File: config.mk
export PLATFORM = sky130hd
export DESIGN_NAME = tmrs_ctrl
export DESIGN_NICKNAME = d
export VERILOG_FILES = /design/src/hw/rtl/tmrs_pkg.sv /design/src/hw/rtl/tmrs_ctrl.sv
export SDC_FILE = /design/constraint.sdc
export NUM_CORES = 1
export LEC_CHECK = 0
export BUFFER_PORTS_ARGS = -buffer_cell sky130_fd_sc_hd__buf_2
export CORE_AREA = 2 2 39 41
export CTS_CLUSTER_SIZE = 40
export DETAILED_ROUTE_END_ITERATION = 8
export DIE_AREA = 0 0 41 43
export PLACE_DENSITY = 0.74
export RECOVER_POWER = 50
export SLEW_MARGIN = 10
export SYNTH_ARGS = -nofsm -noshare
export SYNTH_HDL_FRONTEND = slang
export SYNTH_SLANG_ARGS = --single-unit
File: constraint.sdc
create_clock -name clk_i -period 1.7 [get_ports clk_i]
set_input_delay 0.17 -clock clk_i [delete_from_list [all_inputs] [get_ports clk_i]]
set_output_delay 0.17 -clock clk_i [all_outputs]
set_load 0.005 [all_outputs]
File: src/hw/rtl/tmrs_pkg.sv
package tmrs_pkg;

  localparam int unsigned DEF_RING_SLOTS   = 128;
  localparam int unsigned DEF_MAX_RECORDS  = 64;
  localparam int unsigned MAX_SLOTS_IN_USE = 100;

  localparam logic [1:0] KIND_MSG     = 2'd0;
  localparam logic [1:0] KIND_SUMMARY = 2'd1;
  localparam logic [1:0] KIND_RECORD  = 2'd2;

  localparam logic [3:0] TYPE_SCALER = 4'd7;
  localparam logic [2:0] POS_SECOND  = 3'd4;
  localparam logic [2:0] POS_GROUP1  = 3'd5;
  localparam logic [2:0] POS_GROUP2  = 3'd6;

  typedef struct packed {
    logic [1:0]  kind;
    logic [7:0]  data_byte;
    logic        last_byte;
    logic [15:0] seconds_back;
    logic [5:0]  record_index;
  } in_item_t;

  typedef struct packed {
    logic [1:0]  response_kind;
    logic [30:0] second_value;
    logic [6:0]  record_count;
    logic [19:0] scaler_value;
    logic [3:0]  trigger_type;
    logic [19:0] trigger_usec;
    logic        record_valid;
    logic        gap_seen;
    logic [30:0] gap_seconds;
    logic        overflow;
  } out_item_t;

  typedef struct packed {
    logic [31:0] sec;
    logic [6:0]  cnt;
    logic [19:0] scl;
  } slot_row_t;

  typedef struct packed {
    logic [3:0]  rtype;
    logic [19:0] usec;
  } rec_row_t;

  typedef struct packed {
    logic accept;
    logic cfg_we;
    logic mod_start;
    logic load_rd;
    logic adv;
    logic byte_do;
    logic done_do;
    logic sel_rd;
    logic resp_do;
  } ctrl_cmd_t;

  typedef struct packed {
    logic [1:0] in_kind;
    logic       pos_zero;
    logic       last;
    logic       mod_busy;
    logic       out_free;
  } ctrl_sts_t;

endpackage

File: src/hw/rtl/tmrs_ctrl.sv
module tmrs_ctrl (
  input  logic                clk_i,
  input  logic                rst_ni,
  input  logic                in_valid_i,
  input  logic                cfg_valid_i,
  input  tmrs_pkg::ctrl_sts_t sts_i,
  output tmrs_pkg::ctrl_cmd_t cmd_o,
  output logic                in_stall_o,
  output logic                cfg_ready_o
);

  typedef enum logic [7:0] {
    ST_IDLE = 8'b0000_0001,
    ST_LOAD = 8'b0000_0010,
    ST_ADV  = 8'b0000_0100,
    ST_BYTE = 8'b0000_1000,
    ST_DONE = 8'b0001_0000,
    ST_MOD  = 8'b0010_0000,
    ST_SEL  = 8'b0100_0000,
    ST_RESP = 8'b1000_0000
  } state_e;

  state_e state_q, state_d;
  logic   idle;

  assign idle = (state_q == ST_IDLE);

  always_comb begin
    state_d      = state_q;
    cmd_o        = '0;
    cmd_o.cfg_we = cfg_valid_i && idle;
    case (state_q)
      ST_IDLE: begin
        if (in_valid_i) begin
          cmd_o.accept = 1'b1;
          case (sts_i.in_kind)
            tmrs_pkg::KIND_MSG: begin
              state_d = sts_i.pos_zero ? ST_LOAD : ST_BYTE;
            end
            tmrs_pkg::KIND_SUMMARY, tmrs_pkg::KIND_RECORD: begin
              cmd_o.mod_start = 1'b1;
              state_d         = ST_MOD;
            end
            default: state_d = ST_IDLE;
          endcase
        end
      end
      ST_LOAD: begin
        cmd_o.load_rd = 1'b1;
        state_d       = ST_ADV;
      end
      ST_ADV: begin
        cmd_o.adv = 1'b1;
        state_d   = ST_BYTE;
      end
      ST_BYTE: begin
        cmd_o.byte_do = 1'b1;
        state_d       = sts_i.last ? ST_DONE : ST_IDLE;
      end
      ST_DONE: begin
        if (sts_i.out_free) begin
          cmd_o.done_do = 1'b1;
          state_d       = ST_IDLE;
        end
      end
      ST_MOD: begin
        if (!sts_i.mod_busy) begin
          state_d = ST_SEL;
        end
      end
      ST_SEL: begin
        cmd_o.sel_rd = 1'b1;
        state_d      = ST_RESP;
      end
      ST_RESP: begin
        if (sts_i.out_free) begin
          cmd_o.resp_do = 1'b1;
          state_d       = ST_IDLE;
        end
      end
      default: state_d = ST_IDLE;
    endcase
  end

  always_ff @(posedge clk_i or negedge rst_ni) begin
    if (!rst_ni) begin
      state_q <= ST_IDLE;
    end else begin
      state_q <= state_d;
    end
  end

  assign in_stall_o  = !idle;
  assign cfg_ready_o = idle;

endmodule

### Yosys cells after proc, flatten, opt, wreduce, memory -nomap -nowiden

Cells that the tools add are included.

* add/subtract/negate cells: 0
* multipliers: 0
* div/mod/pow operators: 0
* magnitude comparators: 0
* equality and inequality tests: 13
* shift operators: 0
* multiplexer cells: 19
* bitwise gates (word level): 0
* reductions and logical operators: 6

Operators with widths (number)
* 8-bit one-hot mux with 7 select lines: 1
* 8-bit 2-to-1 mux: 3
* 1-bit 2-to-1 mux: 12
* 6-bit one-hot mux with 2 select lines: 1
* 8-bit by 1-bit == test with 1-bit output (second input constant): 1
* 8-bit by 2-bit == test with 1-bit output (second input constant): 1
* 8-bit by 3-bit == test with 1-bit output (second input constant): 1
* 8-bit by 4-bit == test with 1-bit output (second input constant): 1
* 8-bit by 5-bit == test with 1-bit output (second input constant): 1
* 8-bit by 6-bit == test with 1-bit output (second input constant): 1
* 8-bit by 7-bit == test with 1-bit output (second input constant): 1
* 8-bit == test (second input constant): 1
* 5-bit 2-to-1 mux: 1
* 4-bit 2-to-1 mux: 1
* 2-bit inequality test (second input constant): 2
* 2-bit OR reduction: 2
* 3-bit AND reduction: 1
* 2-bit by 1-bit == test with 1-bit output (second input constant): 1
* 2-bit == test (second input constant): 1
* 2-bit logical NOT: 1
* 2-bit by 1-bit inequality test with 1-bit output (second input constant): 1
* 1-bit logical AND: 1
* 1-bit logical NOT: 1

* register bits: 8
* latch bits: 0
* memory bits (writable): 0
* memory bits (read-only): 0
* input bits: 10
* memories: 0

### Logic depth before layout (Yosys ltp)

Gate-level depths: netlist of run 1.

* depth in word-level cells: 5
* gate-level depth with buffers: 6
* depth with buffers taken out: 5

### Worst setup path before layout of run 1

Ideal clock, no wire load.

* path kind: reg-to-output
* from: register state_q[5]
* to: output cmd_o[6] (netlist bit)
* arrival time: 1.226 ns
* data required time: 1.530 ns
* path slack: 0.304 ns
* stages on the path, launching flop included: 6
* path buffers: 1
* cells stage by stage: dfrtp_1 -> buf_6 -> nor4_4 -> nand3_2 -> inv_2 -> and3_1

RTL lines
* start: declaration: line tmrs_ctrl.sv:23 `state_e state_q, state_d;`
* start signal: assignment: line tmrs_ctrl.sv:89 `state_q <= state_d;`
* end: declaration: line tmrs_ctrl.sv:7 `output tmrs_pkg::ctrl_cmd_t cmd_o,`

==> metrics.cfg, run 1 <==
[floorplan]
die_w_um = 41
fp.dieArea_mm2 = 0.00176
core_mm2 = 0.00138
initial_utilization_pct = 41.9
die_y_um = 43
ios = 21
rows = 14

[grt]
antenna_found_initial = 0
grt-ovfl-total = 0
gr-usage-all-layers_pct = 20.3
grt_first_pass_wirelength_um = 2420
grt_pass1_vias = 597
grt_max_degree = 9

[detailed_routing]
drcViolationCount = 0
via_per_inst = 5.60
firstDrtPassIters = 4
wire_per_inst_um = 13.8
wirelength_um = 1490
drt_iter0_markers = 10
vias = 605
ant_nets = 0

[setup_path]
cp_max_fo = 4
crit_arrival_ps = 1500
path_depth = 5
cpMaxStageDelayCell = dfrtp_2
path_class = register to primary output
reg2regPathDepth = 5
cp_top_family = simple AND/OR/NAND/NOR gates
crit_chain = nor4_4, nand3_2, inv_2, and3_4, buf_6
cpPeakStageDelay_ps = 440
critPathLaunchType = register
required_ps = 1530
cp-end-kind = primary output
cp_num_buf_inv = 2

[run]
drv_cap = 0

[place]
placement.io_buffers = 20
gp_congestion = 0.874
pre_cts_ws_ps = 179
place.detailed.hpwl_um = 1150

[synthesis]
syn_nets = 75
yosysSeqAreaShare_pct = 34.8
synth_xor_area_share_pct = 4.54
synth_enable_flop_cells = 0
synth.avg_cell_area_um2 = 9.20
ys_warn_count = 0
synthFlopType = dfrtp_1
yosysMostFrequentCell = nor2_1
synth_top_area_share_pct = 30.2
synth_area_um2 = 579
synthTopCellsByArea = dfrtp_1 30%, nor2_1 7.1%, dfstp_2 4.5%
synthTopCellsByCount = 11 x nor2_1, 7 x dfrtp_1, 4 x nor2b_1, 3 x inv_1, 3 x nor3_1
synth_compound_area_share_pct = 13.4
synth_fa_ha_area_share_pct = 4.32
synth_top_family_by_area = simple AND/OR/NAND/NOR gates
synth_cell_types = 34
async_flop_share_pct = 100
synth_mux_area_share_pct = 0
synth_seq_cells = 8
synth-simple-area-share_pct = 38.4
postSynthCellCount = 63
yosysTopAreaCell = dfrtp_1

[layout]
drive_gt1_share_pct = 44.6
area_growth_pct = 37.4
largest_register_ffs = 8
largest_register = state_q
reg_top3 = state_q (8)
antennaDiodeCount = 0
final_nets = 105

[cts]
htree_levels = 1
cts_buffer_depth = 2
cts_tree = built
worstSkewPairLatency_ps = 260
numClockSinks = 8
clkTransAtPathRegs_ps = 60
cts_buffers = 3
clk_root_buffer_cell = clkbuf_4

[sta]
clock_skew_ps = 8.99
rsz0062_at_grt = yes
final.period_utilization_pct = 98.3
slew_headroom_pct = 70.2
final_hold_viol_count = 0
report.final.slew_viol_count = 0
hold_slack_ps = 158
fmax_mhz = 598
report.final.setup_viol = 0
min_period_ps = 1670
layout_setup_ws_ps = 28.4
worst_slew_pin_slew_ps = 446

[pwr]
power.density_mw_per_mm2 = 1320
p_leak_nw = 0.422
peakVddDrop_v = 0.000664

[run_status]
status = finished clean

[hold_path]
hold_path_depth = 2
hold_class = input port to register

==> path summary, 6_finish.rpt <==
| path | to | from | slack (ps) |
|---|---|---|---|
| setup / recovery | cmd_o[6] | state_q[4] | 30 |
| hold / removal | state_q[4] | sts_i[2] | 160 |
| setup reg to reg | state_q[0] | state_q[4] | 190 |
| hold reg to reg | state_q[2] | state_q[3] | 560 |
| max in group asynchronous | state_q[0] | rst_ni | 990 |
| min in group asynchronous | state_q[5] | rst_ni | 360 |
==> cell usage in the layout, fill, tap and decap left out, drive strengths merged, types with 3 or more instances in the layout <==
master,instances
buf,24
nor2,11
dfrtp,7
clkbuf,5
inv,4
nor2b,4
and2,3
nor3,3
==> cell type report <==
cell class	count	area [um^2]
sequential	8	204
multi-input combinational	50	372
clock buffer	4	26.3
inverter	4	15.0
fill	136	588
timing repair buffer	26	159
tap	16	20.0
==> through the flow <==
| step | util (%) | area, um^2 | instances | power [mW] | TNS [ps] |
|---|---|---|---|---|---|
| final | 57.5 | 796 | 108 | 1.05 | 0 |
| after global routing | 57.5 | 796 | 108 | 1.13 | -64.9 |
| after CTS | 55.4 | 767 | 106 | 0.989 | 0 |
| after detailed placement | 50.3 | 696 | 99 | 0.780 | 0 |
| after global placement | 50.3 | 696 | 99 | 0.770 | 0 |
| after floorplan | - | 579 | 63 | 0.628 | 0 |
==> where the power goes <==
part	internal (mW)	switching [mW]
registers	0.232	0.0444
logic	0.315	0.304
clock network	0.0899	0.0670
==> repair_timing <==
action	CTS	global route
setup buffers	2	2
resized for setup	5	4
hold buffers	1	0
hold endpoints to repair	8	0
setup endpoints to repair	5	8
pin swaps	3	4
==> per-layer routing <==
layer / GRT usage, % / share of wire, % / up-vias
li1: - / - / 289
met1: 25.4 / 41 / 286
met2: 32.8 / 51 / 28
met3: 2.09 / 7.5 / 2
met4: 10.0 / 0.94 / 0
met5: 0 / 0 / -
==> logic make-up (layout without fill, tap and decap cells) <==
group,after synthesis,after routing
AND/OR/NAND/NOR,36,36
AO/OA/AOI/OAI,9,9
flip-flops,8,8
buffers and inverters,5,34
XOR/XNOR,3,3
adder cells (fa/ha/maj),2,2
Power figures use the tool's default switching activity.
==> run 2: changes to the inputs <==
--- a/config.mk
+++ b/config.mk
@@ -5,12 +5,11 @@
 export SDC_FILE = /design/constraint.sdc
 export NUM_CORES = 1
 export LEC_CHECK = 0
-export BUFFER_PORTS_ARGS = -buffer_cell sky130_fd_sc_hd__buf_2
-export CORE_AREA = 2 2 39 41
+export CORE_UTILIZATION = 30
 export CTS_CLUSTER_SIZE = 40
 export DETAILED_ROUTE_END_ITERATION = 8
-export DIE_AREA = 0 0 41 43
-export PLACE_DENSITY = 0.74
+export DONT_BUFFER_PORTS = 1
+export PLACE_DENSITY = 0.46
 export RECOVER_POWER = 50
 export SLEW_MARGIN = 10
 export SYNTH_ARGS = -nofsm -noshare
==> run 2 against run 1 <==
  * Critical path depth down 1
  * Non-clock buffer count down 22
  * Clock skew down 6.8 ps
  * Fmax up 0.13%
  * Worst hold slack worse by 86 ps
  * Register-to-register slack about the same
  * Die area up 20%
  * Highest routed layer unchanged
==> metrics.cfg, run 2 (same netlist as run 1, synthesis figures left out) <==
[place]
dp.cells = 89
gp_congestion = 0.758
pre_cts_ws_ps = 184
place.detailed.hpwl_um = 1100
placement.io_buffers = 0
placed_area_um2 = 614

[detailed_routing]
drt_iter0_markers = 17
via_per_inst = 5.24
ant_nets = 0
vias = 498
wire_per_inst_um = 14.1
drcViolationCount = 0
firstDrtPassIters = 6
wirelength_um = 1340

[sta]
final_hold_viol_count = 0
final.period_utilization_pct = 98.2
rsz0062_at_grt = yes
layout_setup_ws_ps = 30.6
clock_skew_ps = 2.14
setup_tns_ps = 0
min_period_ps = 1670
hold_slack_ps = 71.6
fmax_mhz = 599
slew_headroom_pct = 75.5
report.final.setup_viol = 0
report.final.slew_viol_count = 0
worst_slew_pin_slew_ps = 367

[grt]
grt-ovfl-total = 0
grt_pass1_vias = 475
gr-usage-all-layers_pct = 13.7
grt_first_pass_wirelength_um = 2020
antenna_found_initial = 0
grt_max_degree = 9

[layout]
drive_gt1_share_pct = 25.7
area_growth_pct = 16.8
nFillCells = 195
final_common_cell = nor2_1
largest_register = state_q
final_cells = 95
fin_area_um2 = 677
antennaDiodeCount = 0
reg_top3 = state_q (8)
largest_register_ffs = 8
final_nets = 83
final_cell_mix = 11 x nor2_1, 6 x dfrtp_1
post-route-util_pct = 38.4

[run]
drv_cap = 0

[setup_path]
crit_path_start = state_q[6]
cp_num_buf_inv = 1
critPathLaunchType = register
cp-end-kind = primary output
path_class = register to primary output
cp_top_family = simple AND/OR/NAND/NOR gates
crit_arrival_ps = 1500
cp_max_fo = 4
reg2reg_from = state_q[4]
regToRegSetupSlack_ps = 180
required_ps = 1530
cpMaxStageDelayCell = dfrtp_1
crit_chain = nor4_4, nand3_2, inv_2, and3_4
cpPeakStageDelay_ps = 450

[hold_path]
hp-start = sts_i[3]
hold_class = input port to register

[floorplan]
fp.dieArea_mm2 = 0.00211
initial_utilization_pct = 32.8
ios = 21
die_y_um = 45.9
die_w_um = 45.9
rows = 15
core_mm2 = 0.00176

[pwr]
total_power_mw = 0.882
p_leak_nw = 0.321
peakVddDrop_v = 0.000573
power.density_mw_per_mm2 = 1300

[cts]
cts_buffer_depth = 2
cts_tree = built
numClockSinks = 8
clk_root_buffer_cell = clkbuf_4
clkTransAtPathRegs_ps = 60
cts_buffers = 3
worstSkewPairLatency_ps = 250
htree_levels = 1

[run_status]
status = finished clean

## run 2: cell count changes in the layout (fill, tap and decap cells not counted), sizes merged
cell	before	now
clkbuf	5	4
buf	24	3
## run 2: power by group
| group | switching [mW] | total, mW | leakage, nW | internal [mW] |
|---|---|---|---|---|
| clock network | 0.0646 | 0.154 | 0.0150 | 0.0898 |
| logic | 0.263 | 0.455 | 0.200 | 0.192 |
| registers | 0.0413 | 0.272 | 0.106 | 0.231 |
## run 2: layout make-up
class,instances,area [um^2],share of cell area [%]
Tap cell,25,31.3,4.62
Timing Repair Buffer,4,32.5,4.81
Multi-Input combinational cell,50,369,54.5
Clock buffer,4,26.3,3.88
Inverter,4,15.0,2.22
Sequential cell,8,203,29.9
## run 2: per-layer routing
metal / vias to the layer above / global-route usage (%) / routed length (um)
met4: 0 / 7.06 / 10
met5: - / 0 / 0
met1: 231 / 17.2 / 568
met3: 3 / 4.37 / 106
li1: 243 / - / -
met2: 21 / 20.8 / 651
## run 2: final timing paths
| kind | end | depth (start not counted) |
|---|---|---|
| setup / recovery | cmd_o[6] | 4 |
| hold / removal | state_q[1] | 1 |
| setup reg to reg | state_q[4] | 5 |
| hold reg to reg | state_q[2] | 1 |
| max in group asynchronous | state_q[0] | 1 |
| min in group asynchronous | state_q[3] | 1 |
## run 2: timing repair
action	4_1_cts	5_1_grt
hold buffers	1	0
gates resized for setup	2	3
cloned	0	0
setup buffers	1	0
endpoints found under the setup margin	4	6
hold endpoints to repair	8	0
pin swaps	3	3
==> run 3: changes to the inputs <==
--- a/config.mk
+++ b/config.mk
@@ -6,6 +6,7 @@
 export NUM_CORES = 1
 export LEC_CHECK = 0
 export CORE_UTILIZATION = 30
+export CTS_CLUSTER_DIAMETER = 40
 export CTS_CLUSTER_SIZE = 40
 export DETAILED_ROUTE_END_ITERATION = 8
 export DONT_BUFFER_PORTS = 1
==> constraint.sdc (replaced) <==
create_clock -name clk_i -period 1.7 [get_ports clk_i]
set_input_delay 0.17 -clock clk_i [delete_from_list [all_inputs] [get_ports clk_i]]
set_output_delay 0.17 -clock clk_i [all_outputs]
set_load 0.02 [all_outputs]
==> run 3 against run 2 <==
  * Sequential share of layout area down 3.6 points
  * Critical path type unchanged
  * Setup slack worse by 26 ps
  * Clock-buffer cell count unchanged
  * Largest power group unchanged
  * Combinational power up 55%
  * Critical path depth unchanged
  * Fmax down 1.5%
  * Core utilization up 5.5 points
  * Wire length up 9.4%
  * Non-clock buffer count up 10
  * Clock skew up 8.0 ps
==> metrics.cfg, run 3 (same netlist as run 1, synthesis figures left out) <==
[sta]
final_hold_viol_count = 0
slew_headroom_pct = 73.5
fmax_mhz = 590
report.final.slew_viol_count = 0
layout_setup_ws_ps = 4.97
report.final.setup_viol = 0
clock_skew_ps = 10.1
worst_slew_pin_slew_ps = 396
rsz0062_at_grt = yes
hold_slack_ps = 35.8
final.period_utilization_pct = 99.7
min_period_ps = 1700

[place]
placed_area_um2 = 667
gp_congestion = 0.805
place.detailed.hpwl_um = 1090
dp.cells = 96
placement.io_buffers = 0
pre_cts_ws_ps = 163

[pwr]
power.density_mw_per_mm2 = 1490
p_leak_nw = 0.379
seqPwrFrac_pct = 24.3
combPwrFrac_pct = 60.9
p_sw_share_pct = 43.7
peakVddDrop_v = 0.00109
netSwitchingPower_mw = 0.504
power.share.clock_pct = 14.8
internal_power_mw = 0.649

[detailed_routing]
ant_nets = 0
vias = 544
drcViolationCount = 0
via_per_inst = 5.18
wirelength_um = 1460
firstDrtPassIters = 4
drt_iter0_markers = 9
wire_per_inst_um = 13.9

[layout]
final_nets = 93
drive_gt1_share_pct = 45.0
reg_top3 = state_q (8)
largest_register_ffs = 8
antennaDiodeCount = 0
area_growth_pct = 33.7
final_cell_mix = 13 x buf_4, 8 x nor2_1, 5 x dfrtp_1
final_common_cell = buf_4
fin_area_um2 = 774
final_cells = 105
largest_register = state_q
post-route-util_pct = 43.9

[setup_path]
required_ps = 1530
crit_path_start = state_q[4]
crit_chain = nor4_4, nand2_2, nor2_2, buf_4
reg2regPathDepth = 5
path_class = register to primary output
regToRegSetupSlack_ps = 150
cp-end-kind = primary output
reg2reg_from = state_q[4]
cpPeakStageDelay_ps = 460
crit_arrival_ps = 1530
cp_max_fo = 6
cpMaxStageDelayCell = dfrtp_2
critPathLaunchType = register
reg2reg_to = state_q[4]

[hold_path]
hold_class = input port to register
hp-start = sts_i[2]
hold_path_depth = 1
min_to = state_q[4]

[run_status]
status = finished clean

[floorplan]
rows = 15
die_y_um = 45.9
initial_utilization_pct = 32.8
ios = 21
core_mm2 = 0.00176
fp.dieArea_mm2 = 0.00211
die_w_um = 45.9

[cts]
cts_buffer_depth = 2
htree_levels = 1
clk_root_buffer_cell = clkbuf_4
cts_buffers = 3
cts_tree = built
clkTransAtPathRegs_ps = 70
worstSkewPairLatency_ps = 270
numClockSinks = 8

[run]
drv_cap = 0

[grt]
grt_pass1_vias = 535
grt-ovfl-total = 0
antenna_found_initial = 0
grt_first_pass_wirelength_um = 2290
grt_max_degree = 9
gr-usage-all-layers_pct = 15.6

run 3: critical path: cells and delay by family (launching register included):
| family | cells | cell delay [ps] |
|---|---|---|
| simple gates | 3 | 630 |
| buf+inv | 1 | 160 |
| flops | 1 | 460 |
run 3: per-layer routing:
| layer | vias up | wire length [um] | share of wire, % | track usage (%) |
|---|---|---|---|---|
| met5 | - | 0 | 0 | 0 |
| met4 | 0 | 14 | 0.96 | 7.06 |
| met3 | 2 | 104 | 7.1 | 4.37 |
| met2 | 22 | 687 | 47 | 23.9 |
| met1 | 258 | 657 | 45 | 20.1 |
| li1 | 262 | - | - | - |
run 3: area by class of cell:
class / count / area [um^2]
fill: 181 / 990
multi-input combinational: 50 / 390
sequential: 8 / 204
timing repair buffer: 14 / 108
tap: 25 / 31.3
clock buffer: 4 / 26.3
inverter: 4 / 15.0
run 3: worst max-delay path by stage:
stage / to / slack, ps / cells after the start
after floorplan: state_q[5] / 30 / 6
after global placement: state_q[5] / 180 / 5
after detailed placement: state_q[5] / 160 / 5
after CTS: cmd_o[6] / -0.05 / 4
after global routing: cmd_o[5] / -50 / 4
final: cmd_o[3] / 5 / 4
run 3: stage by stage:
stage / TNS, ps / power [mW]
after floorplan: 0 / 0.705
after global placement: 0 / 0.858
after detailed placement: 0 / 0.843
after CTS: -0.0494 / 1.05
after global routing: -127 / 1.22
final: 0 / 1.15
run 3: power groups by stage:
stage	Clock [mW]	Sequential, mW	Combinational [mW]
4_1_cts	0.169	0.271	0.611
2_1_floorplan	0	0.262	0.442
3_5_place_dp	0	0.273	0.570
6_report	0.170	0.280	0.703
5_1_grt	0.179	0.285	0.752
3_3_place_gp	0	0.273	0.585
run 3: what timing repair did:
action / 4_1_cts / 5_1_grt
resized for setup: 8 / 8
hold buffers: 1 / 0
hold endpoints to repair: 8 / 0
setup endpoints to repair: 6 / 9
setup buffers: 1 / 3
pin swaps: 0 / 2
